## src/rtl/f2h_pkg.sv

```systemverilog
// f2h_pkg: shared types and constants for the single-to-half converter.
// Used by float32_to_float16_convert; depends on nothing else.
package f2h_pkg;

  // Exponent bias difference between single and half (127 - 15)
  localparam logic [7:0] EXP_OFFSET   = 8'd112;
  // Single exponent at or above which the half result overflows (112 + 31)
  localparam logic [7:0] EXP_OVF      = 8'd143;
  // Single exponent below which even a subnormal half flushes to zero (112 - 10)
  localparam logic [7:0] EXP_FLUSH    = 8'd102;
  // Subnormal shift base: shift = 14 + 112 - exp
  localparam logic [7:0] SUB_SHIFT_BASE = 8'd126;
  localparam logic [7:0] SGL_EXP_MAX  = 8'hFF;
  localparam logic [4:0] HLF_EXP_MAX  = 5'h1F;
  localparam logic [9:0] HLF_QNAN_MANT = 10'h200;

  // Result class decided from the input exponent and mantissa
  typedef enum logic [2:0] {
    CLS_ZERO,
    CLS_INF,
    CLS_NAN,
    CLS_SUB,
    CLS_NORM
  } f2h_class_t;

  // Stage 1 payload: decoded fields
  typedef struct packed {
    logic        sign;
    f2h_class_t  cls;
    logic [7:0]  exp;
    logic [22:0] man;
    logic [4:0]  sub_shift;
  } f2h_dec_t;

  // Stage 2 payload: aligned mantissa and round decision
  typedef struct packed {
    logic        sign;
    f2h_class_t  cls;
    logic [4:0]  hexp;
    logic [9:0]  hman;
    logic        round_up;
  } f2h_aln_t;

endpackage

```

## src/rtl/float32_to_float16_convert.sv

```systemverilog
// float32_to_float16_convert: binary32 to binary16 converter, three-stage pipeline.
// Depends on f2h_pkg for the class enum, stage payload structs and constants.
//
//   channel | direction | ports                                  | width
//   in      | input     | in_valid, in_stall(out), in_single_bits | 32
//   out     | output    | out_valid, out_stall(in), out_half_bits | 16
//
// An item passes three register stages, s1_r, s2_r and s3_r, and out_valid is
// driven from the last; one item enters every cycle while in_stall is low.
// Stage 1 decodes and classifies, stage 2 aligns and decides rounding,
// stage 3 adds the round increment and assembles the result into the output
// register. Reset (rst_n low, synchronous) clears the stage valid bits only.
// A stalled output holds; empty stages ahead of it keep filling, so in_stall
// rises only once every stage holds an item.
module float32_to_float16_convert
  import f2h_pkg::*;
(
  input  logic        clk,
  input  logic        rst_n,
  input  logic        in_valid,
  output logic        in_stall,
  input  logic [31:0] in_single_bits,
  output logic        out_valid,
  input  logic        out_stall,
  output logic [15:0] out_half_bits
);

  logic       v1_r, v2_r, v3_r;
  logic       v1_nxt, v2_nxt, v3_nxt;
  logic       rdy1, rdy2, rdy3;
  f2h_dec_t   s1_r, s1_nxt;
  f2h_aln_t   s2_r, s2_nxt;
  logic [15:0] s3_r, s3_nxt;

  // Per-stage advance: a stage loads when it is empty or its successor loads
  assign rdy3     = !v3_r || !out_stall;
  assign rdy2     = !v2_r || rdy3;
  assign rdy1     = !v1_r || rdy2;
  assign in_stall = !rdy1;

  assign v1_nxt = rdy1 ? in_valid : v1_r;
  assign v2_nxt = rdy2 ? v1_r     : v2_r;
  assign v3_nxt = rdy3 ? v2_r     : v3_r;

  // Stage 1: split fields and classify
  logic [7:0] in_exp;
  logic [22:0] in_man;
  logic [7:0] shift_full;
  assign in_exp     = in_single_bits[30:23];
  assign in_man     = in_single_bits[22:0];
  assign shift_full = SUB_SHIFT_BASE - in_exp;

  always_comb begin
    s1_nxt.sign      = in_single_bits[31];
    s1_nxt.exp       = in_exp;
    s1_nxt.man       = in_man;
    s1_nxt.sub_shift = shift_full[4:0];
    priority if (in_exp == SGL_EXP_MAX) begin
      s1_nxt.cls = (in_man != 23'd0) ? CLS_NAN : CLS_INF;
    end else if (in_exp == 8'd0) begin
      s1_nxt.cls = CLS_ZERO;
    end else if (in_exp >= EXP_OVF) begin
      s1_nxt.cls = CLS_INF;
    end else if (in_exp < EXP_FLUSH) begin
      s1_nxt.cls = CLS_ZERO;
    end else if (in_exp <= EXP_OFFSET) begin
      s1_nxt.cls = CLS_SUB;
    end else begin
      s1_nxt.cls = CLS_NORM;
    end
  end

  // Stage 2: subnormal alignment, normal truncation and round decision
  logic [23:0] sub_aligned;
  logic [7:0]  hexp_full;
  assign sub_aligned = {1'b1, s1_r.man} >> s1_r.sub_shift;
  assign hexp_full   = s1_r.exp - EXP_OFFSET;

  always_comb begin
    s2_nxt.sign     = s1_r.sign;
    s2_nxt.cls      = s1_r.cls;
    s2_nxt.hexp     = hexp_full[4:0];
    s2_nxt.round_up = 1'b0;
    if (s1_r.cls == CLS_SUB) begin
      s2_nxt.hman = sub_aligned[9:0];
    end else begin
      s2_nxt.hman = s1_r.man[22:13];
      // Round bit set and either sticky bits or odd LSB: round to nearest even
      s2_nxt.round_up = s1_r.man[12] && ((s1_r.man[11:0] != 12'd0) || s1_r.man[13]);
    end
  end

  // Stage 3: apply increment, carry into exponent, assemble
  logic [10:0] man_inc;
  logic [4:0]  exp_inc;
  assign man_inc = {1'b0, s2_r.hman} + {10'd0, s2_r.round_up};
  assign exp_inc = s2_r.hexp + 5'd1;

  always_comb begin
    unique case (s2_r.cls)
      CLS_ZERO: s3_nxt = {s2_r.sign, 15'd0};
      CLS_INF:  s3_nxt = {s2_r.sign, HLF_EXP_MAX, 10'd0};
      CLS_NAN:  s3_nxt = {s2_r.sign, HLF_EXP_MAX, HLF_QNAN_MANT};
      CLS_SUB:  s3_nxt = {s2_r.sign, 5'd0, s2_r.hman};
      CLS_NORM: begin
        // Mantissa carry bumps the exponent; 30 + 1 lands on infinity exactly
        if (man_inc[10]) begin
          s3_nxt = {s2_r.sign, exp_inc, 10'd0};
        end else begin
          s3_nxt = {s2_r.sign, s2_r.hexp, man_inc[9:0]};
        end
      end
      default:  s3_nxt = {s2_r.sign, 15'd0};
    endcase
  end

  // Advance valid bits; clear them on reset
  always_ff @(posedge clk) begin
    if (!rst_n) begin
      v1_r <= 1'b0;
      v2_r <= 1'b0;
      v3_r <= 1'b0;
    end else begin
      v1_r <= v1_nxt;
      v2_r <= v2_nxt;
      v3_r <= v3_nxt;
    end
  end

  // Advance payloads; hold while the stage is stalled
  always_ff @(posedge clk) begin
    if (rdy1) begin
      s1_r <= s1_nxt;
    end
    if (rdy2) begin
      s2_r <= s2_nxt;
    end
    if (rdy3) begin
      s3_r <= s3_nxt;
    end
  end

  assign out_valid     = v3_r;
  assign out_half_bits = s3_r;

endmodule
```

## config.mk

```make
export PLATFORM = sky130hd
export DESIGN_NAME = float32_to_float16_convert
export DESIGN_NICKNAME = d
export VERILOG_FILES = /design/src/rtl/f2h_pkg.sv /design/src/rtl/float32_to_float16_convert.sv
export SDC_FILE = /design/constraint.sdc
export NUM_CORES = 1
export LEC_CHECK = 0
export BUFFER_PORTS_ARGS = -buffer_cell sky130_fd_sc_hd__clkbuf_2
export CORE_ASPECT_RATIO = 0.5
export CORE_MARGIN = 10
export CORE_UTILIZATION = 40
export DETAILED_ROUTE_END_ITERATION = 10
export PLACE_DENSITY = 0.58
export SLEW_MARGIN = 20
export SYNTH_ARGS = -nofsm -noshare
export SYNTH_HDL_FRONTEND = slang
export SYNTH_SLANG_ARGS = --single-unit
```

## constraint.sdc

```tcl
create_clock -name clk -period 3.5 [get_ports clk]
set_input_delay 0.525 -clock clk [delete_from_list [all_inputs] [get_ports clk]]
set_output_delay 0.525 -clock clk [all_outputs]
set_load 0.03 [all_outputs]
```

==> results of run 1 <==
sequential cells by signal, summed over array words and instances (netlist names):
signal / flops
s1_r: 36
out_half_bits: 16
out_valid: 1
v1_r: 1
v2_r: 1
s2_r: 20
cells by family (layout without fill, tap and decap cells):
logic type      Yosys count  count (layout)  synth area share, %
simple gates            125             125                15.87
flops                    75              75                52.10
compound gates           72              72                11.94
mux                      39              39                13.38
buf+inv                  30              84                3.520
xor+xnor                  7               7                1.437
fa+ha+maj                 6               6                1.760
placed cells by master, fill, tap and decap left out, types with 5 or more instances in the layout:
| cell type | netlist | routed |
|---|---|---|
| nor2_1 | 11 | 11 |
| nand3_1 | 17 | 17 |
| clkbuf_16 | 0 | 9 |
| mux4_1 | 6 | 6 |
| nand2b_1 | 6 | 6 |
| inv_1 | 10 | 10 |
| nor4_1 | 10 | 10 |
| nand4_1 | 6 | 6 |
| mux4_2 | 5 | 5 |
| mux2i_1 | 21 | 21 |
| clkbuf_2 | 0 | 53 |
| edfxtp_1 | 72 | 72 |
| nand2_1 | 28 | 28 |
| o21ai_0 | 13 | 13 |
| nor2b_1 | 7 | 7 |
| ha_1 | 6 | 6 |
| nor3_1 | 10 | 10 |
| a22oi_1 | 7 | 7 |
| a21oi_1 | 8 | 8 |
| a31oi_1 | 7 | 7 |
critical path, stage by stage (launching register included):
cell	delay [ns]
edfxtp_1	1.05
mux4_2	0.65
mux2i_1	0.14
o32ai_1	0.11
a211o_1	0.26
cell type report:
type | instances | area, µm²
multi-input combinational | 249 | 1893
inverter | 10 | 37.54
fill | 925 | 5389
timing repair buffer | 58 | 310.3
clock buffer | 9 | 225.2
clock inverter | 7 | 60.06
tap | 140 | 175.2
sequential | 75 | 2222
metal layers:
metal / up-vias / share of wire, %
met5: - / 0
met4: 0 / 1.2
met3: 6 / 9.4
met2: 149 / 42
met1: 1492 / 47
li1: 1508 / -
worst paths after layout:
| check | end | slack (ns) | cells after the start |
|---|---|---|---|
| worst min register to register | out_half_bits[15] | 0.42 | 0 |
| worst max register to register | s2_r[8] | 1.03 | 4 |
| worst min-delay path | s1_r[39] | 0.37 | 1 |
| worst max-delay path | s2_r[8] | 1.03 | 4 |
synthesized netlist by cell type (3+ instances only):
library cell	n	area share [%]
nor3_1	10	1.2
dfxtp_1	3	1.4
mux4_2	5	2.6
buf_2	5	0.59
o21a_1	3	0.53
ha_1	6	1.8
xnor2_1	3	0.62
xor2_1	4	0.82
mux2_2	4	1.1
o211ai_1	4	0.70
mux2i_1	21	4.9
a32oi_1	4	0.82
nand3_1	17	2.0
nand4_1	6	0.88
or2_2	3	0.44
o21bai_1	3	0.53
nor3b_1	4	0.70
a21boi_0	3	0.53
clkbuf_1	8	0.70
mux4_1	6	3.7
a22oi_1	7	1.2
edfxtp_1	72	51
and3_1	4	0.59
a31oi_1	7	1.0
a21oi_1	8	0.94
nand2b_1	6	0.88
nor2_1	11	0.97
nor2b_1	7	1.0
nand2_1	28	2.5
nand3b_1	3	0.53
a211o_1	3	0.62
or4_1	4	0.70
o21ai_0	13	1.5
or3_1	3	0.44
and2_1	4	0.59
nor4_1	10	1.5
inv_1	10	0.88
buf_1	4	0.35
mux2_4	3	1.1
stage by stage:
stage | instance area (µm²) | instances
global route | 4923 | 548
detailed placement | 4623 | 531
finish | 4923 | 548
CTS | 4908 | 547
global placement | 4623 | 531
floorplan | 4265 | 354
power groups by stage:
stage,Sequential [mW],Clock [mW],Combinational [mW]
after floorplan,1.13,0,0.192
after CTS,1.12,0.908,0.281
after global routing,1.13,0.952,0.312
after detailed placement,1.14,0,0.279
after global placement,1.14,0,0.276
final,1.12,0.884,0.286
==> flow_metrics.env, run 1 <==
export IMPL_swShare_pct=27.25
export IMPL_pwr_share_seq_pct=48.9
export IMPL_core_mm2=0.01031
export IMPL_setup_viol=0
export IMPL_synth_warnings=0
export IMPL_antenna_cells=0
export IMPL_cts_inserted_buffers=9
export IMPL_startpoint="s1_r[1]"
export IMPL_status="finished clean"
export IMPL_p_comb_share_pct=12.5
export IMPL_area_growth_pct=15.43
export IMPL_holdCritStartpoint="in_single_bits[31]"
export IMPL_final_hold_viol_count=0
export IMPL_grt_pass1_wl_um=17370
export IMPL_start_util_pct=41.36
export IMPL_wirelength_um=10870
export IMPL_p_switching_uw=624.1
export IMPL_cts_sinks=75
export IMPL_rsz0062_at_grt="no"
export IMPL_ys_ff_latch=75
export IMPL_cts_buffer_depth=2
export IMPL_period_needed_ns=2.472
export IMPL_ant_nets=0
export IMPL_gr_usage_all_layers_pct=13.96
export IMPL_syn_area_mm2=0.004265
export IMPL_pre_cts_ws_ns=0.8072
export IMPL_startpoint_type="flip-flop"
export IMPL_grt_use_met2_pct=20.36
export IMPL_vdd_drop_max_v=0.0002161
export IMPL_worstPathRequired_ns=3.59
export IMPL_row_count=26
export IMPL_p_clk_share_pct=38.6
export IMPL_synth_edf_count=72
export IMPL_gr_total_overflow=0
export IMPL_synthArstFlopShare_pct=0
export IMPL_clkTransAtPathRegs_ns=0.06
export IMPL_seq_area_frac_synth_pct=52.10
export IMPL_final_layout_size_suffix_gt1_share_pct=21.81
export IMPL_fin_crit_sh_pct=70.64
export IMPL_first_pass_iters=5
export IMPL_fmax_ghz=0.4045
export IMPL_grtUsageMet3_pct=4.344
export IMPL_dieArea_mm2=0.01544
export IMPL_die_y_um=93.02
export IMPL_antenna_found_initial=0
export IMPL_internal_power_mw=1.667
export IMPL_leakagePower_nw=1.899
export IMPL_vias=3155
export IMPL_slew_headroom_pct=28.88
export IMPL_powerDensity_mw_per_mm2=465.3
export IMPL_post_cts_resized=0
export IMPL_synth_cell_types=58
export IMPL_crit_arrival_ns=2.56
export IMPL_wl_per_cell_um=19.83
export IMPL_syn_area_per_cell_um2=12.05
export IMPL_critical_path_class="flip-flop to flip-flop"
export IMPL_htree_levels=3
export IMPL_avgViaCountPerCell=5.757
export IMPL_drt_iter0_drc=267
export IMPL_end_kind="flip-flop"
export IMPL_gp_congestion=0.9441
export IMPL_finalSetupTns_ns=0
export IMPL_fin_ws_ns=1.028
export IMPL_maxSlewViolCount=0
export IMPL_clock_latency_ns=0.33
export IMPL_nets=445
export IMPL_total_power_mw=2.291
export IMPL_grt_pass1_vias=3150
export IMPL_pin_count=54
export IMPL_clock_root_buffer="clkbuf_16"
export IMPL_hold_path_class="input pin to flip-flop"
export IMPL_cts_hold_buf=0
export IMPL_maxCapViolCount=0
export IMPL_syn_inst=354
export IMPL_gr_usage_met1_pct=19.30
export IMPL_grt_busiest_layer="met2"
export IMPL_hold_slack_ns=0.3675
export IMPL_postCtsSetupRepairBufs=0
export IMPL_skew_ns=0.005739
export IMPL_grt_max_degree=38
export IMPL_dp_hpwl_um=8120
export IMPL_synth_ff_type="edfxtp_1"
export IMPL_cp_max_fo=29
export IMPL_fin_util_pct=47.74
export IMPL_post_route_drc_count=0
export IMPL_cts_tree="yes"
export IMPL_syn_num_nets=396
export IMPL_die_x_um=166.0
export IMPL_rr_startpoint="s1_r[1]"
export IMPL_worst_slew_pin_slew_ns=1.067
export IMPL_io_buffer_count=53
Note: power is estimated with default switching activity, not from simulation.
==> run 2, diff against run 1 <==
--- a/config.mk
+++ b/config.mk
@@ -5,12 +5,13 @@
 export SDC_FILE = /design/constraint.sdc
 export NUM_CORES = 1
 export LEC_CHECK = 0
+export ABC_AREA = 1
 export BUFFER_PORTS_ARGS = -buffer_cell sky130_fd_sc_hd__clkbuf_2
 export CORE_ASPECT_RATIO = 0.5
 export CORE_MARGIN = 10
 export CORE_UTILIZATION = 40
 export DETAILED_ROUTE_END_ITERATION = 10
-export PLACE_DENSITY = 0.58
+export PLACE_DENSITY = 0.6
 export SLEW_MARGIN = 20
 export SYNTH_ARGS = -nofsm -noshare
 export SYNTH_HDL_FRONTEND = slang
==> constraint.sdc (replaced) <==
create_clock -name clk -period 2.1 [get_ports clk]
set_input_delay 0.315 -clock clk [delete_from_list [all_inputs] [get_ports clk]]
set_output_delay 0.315 -clock clk [all_outputs]
set_load 0.03 [all_outputs]
==> run 2 against run 1 <==
Net effect:
- flip-flop and latch count did not move
- synthesized cell count rose by 35%
- core utilization rose by 0.27 points
- cell area fell by 0.38%
- sequential share of layout area rose by 0.25 points
- non-clock buffer count rose by 3
- power rose by 73%
- first-iteration DRC count rose by 19%
- maximum frequency rose by 36%
==> flow_metrics.env, run 2 <==
export IMPL_status="finished clean"
export IMPL_place_area_mm2=0.004597
export IMPL_setup_viol=0
export IMPL_cp_depth=11
export IMPL_largest_register_ff_count=36
export IMPL_path_cells="ha_1, ha_1, nand2_1, nor2_2, nand2_1, inv_2, nand3_2, nand2_1, inv_1, nand3_1, nand2_1"
export IMPL_antenna_cells=0
export IMPL_slowest_stage="edfxtp_1"
export IMPL_leakagePower_nw=2.198
export IMPL_top_register="s1_r"
export IMPL_crit_arrival_ns=1.91
export IMPL_grt_max_degree=37
export IMPL_synth_warnings=0
export IMPL_htree_levels=3
export IMPL_post_cts_resized=0
export IMPL_nets=578
export IMPL_antenna_found_initial=0
export IMPL_worst_slew_pin_slew_ns=0.4516
export IMPL_wl_per_cell_um=14.05
export IMPL_clock_root_buffer="clkbuf_16"
export IMPL_cp_max_fo=4
export IMPL_start_util_pct=40.96
export IMPL_wirelength_um=9571
export IMPL_cpMostUsedCell="nand2_1"
export IMPL_vias=3471
export IMPL_crit_buf_inv=2
export IMPL_cts_inserted_buffers=9
export IMPL_first_pass_iters=5
export IMPL_fin_util_pct=48.02
export IMPL_gr_usage_all_layers_pct=12.70
export IMPL_yosysTopAreaCell="edfxtp_1"
export IMPL_setup_worst_path_end="out_half_bits[9]"
export IMPL_post_route_drc_count=0
export IMPL_synth_edf_count=72
export IMPL_layout_cells_most_common="nand2_1"
export IMPL_pre_cts_ws_ns=0.2900
export IMPL_worstPathRequired_ns=2.19
export IMPL_syn_area_per_cell_um2=8.735
export IMPL_gp_congestion=0.9084
export IMPL_cpLargestDelayFamily="simple AND/OR/NAND/NOR gates"
export IMPL_slew_headroom_pct=69.78
export IMPL_pin_count=54
export IMPL_hold_path_class="input pin to flip-flop"
export IMPL_grt_pass1_wl_um=15500
export IMPL_grt_pass1_vias=3148
export IMPL_r2r_cells=11
export IMPL_critical_path_class="flip-flop to flip-flop"
export IMPL_cts_buffer_depth=2
export IMPL_r2r_end="out_half_bits[9]"
export IMPL_die_y_um=92.32
export IMPL_final_layout_size_suffix_gt1_share_pct=18.85
export IMPL_ys_ff_latch=75
export IMPL_avgViaCountPerCell=5.097
export IMPL_fin_crit_sh_pct=86.79
export IMPL_synth_ff_type="edfxtp_1"
export IMPL_powerDensity_mw_per_mm2=807.9
export IMPL_skew_ns=0.006675
export IMPL_ant_nets=0
export IMPL_core_mm2=0.01021
export IMPL_io_buffer_count=53
export IMPL_design_area_mm2=0.004905
export IMPL_synth_most_common_cell="nand2_1"
export IMPL_period_needed_ns=1.823
export IMPL_layout_common_cells="119 x nand2_1, 88 x nand3_1, 72 x edfxtp_1"
export IMPL_syn_inst=479
export IMPL_postCtsSetupRepairBufs=0
export IMPL_syn_area_mm2=0.004184
export IMPL_nFillCells=1007
export IMPL_startpoint_type="flip-flop"
export IMPL_area_growth_pct=17.22
export IMPL_synth_cell_types=34
export IMPL_row_count=26
export IMPL_dieArea_mm2=0.01520
export IMPL_maxSlewViolCount=0
export IMPL_synth_top_area_share_pct=51.67
export IMPL_syn_num_nets=521
export IMPL_rr_startpoint="s2_r[1]"
export IMPL_synth_common_cells="120 x nand2_1, 88 x nand3_1, 72 x edfxtp_1"
export IMPL_cts_sinks=75
export IMPL_clock_latency_ns=0.34
export IMPL_maxCapViolCount=0
export IMPL_gr_total_overflow=0
export IMPL_die_x_um=164.6
export IMPL_reg2reg_slack_ns=0.28
export IMPL_clkTransAtPathRegs_ns=0.06
export IMPL_final_hold_viol_count=0
export IMPL_dp_hpwl_um=7402
export IMPL_finalNonFillerCells=681
export IMPL_cts_hold_buf=0
export IMPL_dpl_cell_count=665
export IMPL_cts_tree="yes"
export IMPL_end_kind="flip-flop"
export IMPL_seq_area_frac_synth_pct=53.11
export IMPL_fmax_ghz=0.5487
export IMPL_drt_iter0_drc=319
export IMPL_startpoint="s2_r[1]"
export IMPL_synthArstFlopShare_pct=0
export IMPL_synth_area_top_cells="edfxtp_1 52%, nand2_1 11%, nand3_1 11%"
export IMPL_rsz0062_at_grt="no"
export IMPL_fin_ws_ns=0.2773
export IMPL_vdd_drop_max_v=0.0004018
export IMPL_slowest_delay_ns=0.36
export IMPL_holdCritStartpoint="in_single_bits[31]"
export IMPL_hold_slack_ns=0.1546
==> run 2: cell types whose count changed after synthesis, moves of 9 or more <==
cell / before / now
nand2_1: 28 / 120
nand3_1: 17 / 88
inv_1: 10 / 43
nor2_1: 11 / 41
mux2i_1: 21 / 0
a21oi_1: 8 / 17
o21ai_1: 0 / 9
==> run 2: report_power, final <==
part           switching (mW)  internal, mW
Sequential             0.0716          1.75
Combinational           0.391         0.194
Clock                   0.620         0.937
==> run 2: through the flow <==
step / total power, mW / TNS, ns
2_1_floorplan: 2.263 / -7.030
5_1_grt: 4.153 / 0
4_1_cts: 4.003 / 0
3_5_place_dp: 2.432 / 0
3_3_place_gp: 2.431 / 0
6_report: 3.962 / 0
==> run 2: cell families after synthesis <==
logic type                 count (synthesis)  synth area share [%]
and+or+nand+nor                          276                 29.37
adders and majority gates                  6                 1.794
xor gates and xnor gates                   6                 1.256
AOI/OAI and AO/OA                         53                 6.938
buffers and inverters                     63                 7.535
DFF                                       75                 53.11
==> run 2: worst min path at each step <==
stage                        end  cells after the start  slack, ns
2_1_floorplan  out_half_bits[15]                      0       0.40
6_report                s1_r[39]                      1       0.15
3_3_place_gp   out_half_bits[15]                      0       0.41
4_1_cts                 s1_r[39]                      1       0.14
3_5_place_dp   out_half_bits[15]                      0       0.42
5_1_grt                 s1_r[39]                      1       0.13
==> run 2: per-layer routing <==
metal / share of wire (%) / track usage, % / wire [µm] / vias up
li1: - / - / - / 1753
met1: 48 / 18.08 / 4563 / 1581
met2: 42 / 17.61 / 3996 / 130
met3: 9.6 / 4.549 / 919 / 7
met4: 0.96 / 3.666 / 92 / 0
met5: 0 / 0 / 0 / -
==> run 2: cell type report <==
type / count / area [µm²] / share of cell area, %
Multi-Input combinational cell: 341 / 1678 / 34.21
Sequential cell: 75 / 2226 / 45.38
Timing Repair Buffer: 61 / 325.3 / 6.633
Tap cell: 140 / 175.2 / 3.571
Clock buffer: 9 / 225.2 / 4.592
Clock inverter: 7 / 82.58 / 1.684
Inverter: 48 / 192.7 / 3.929
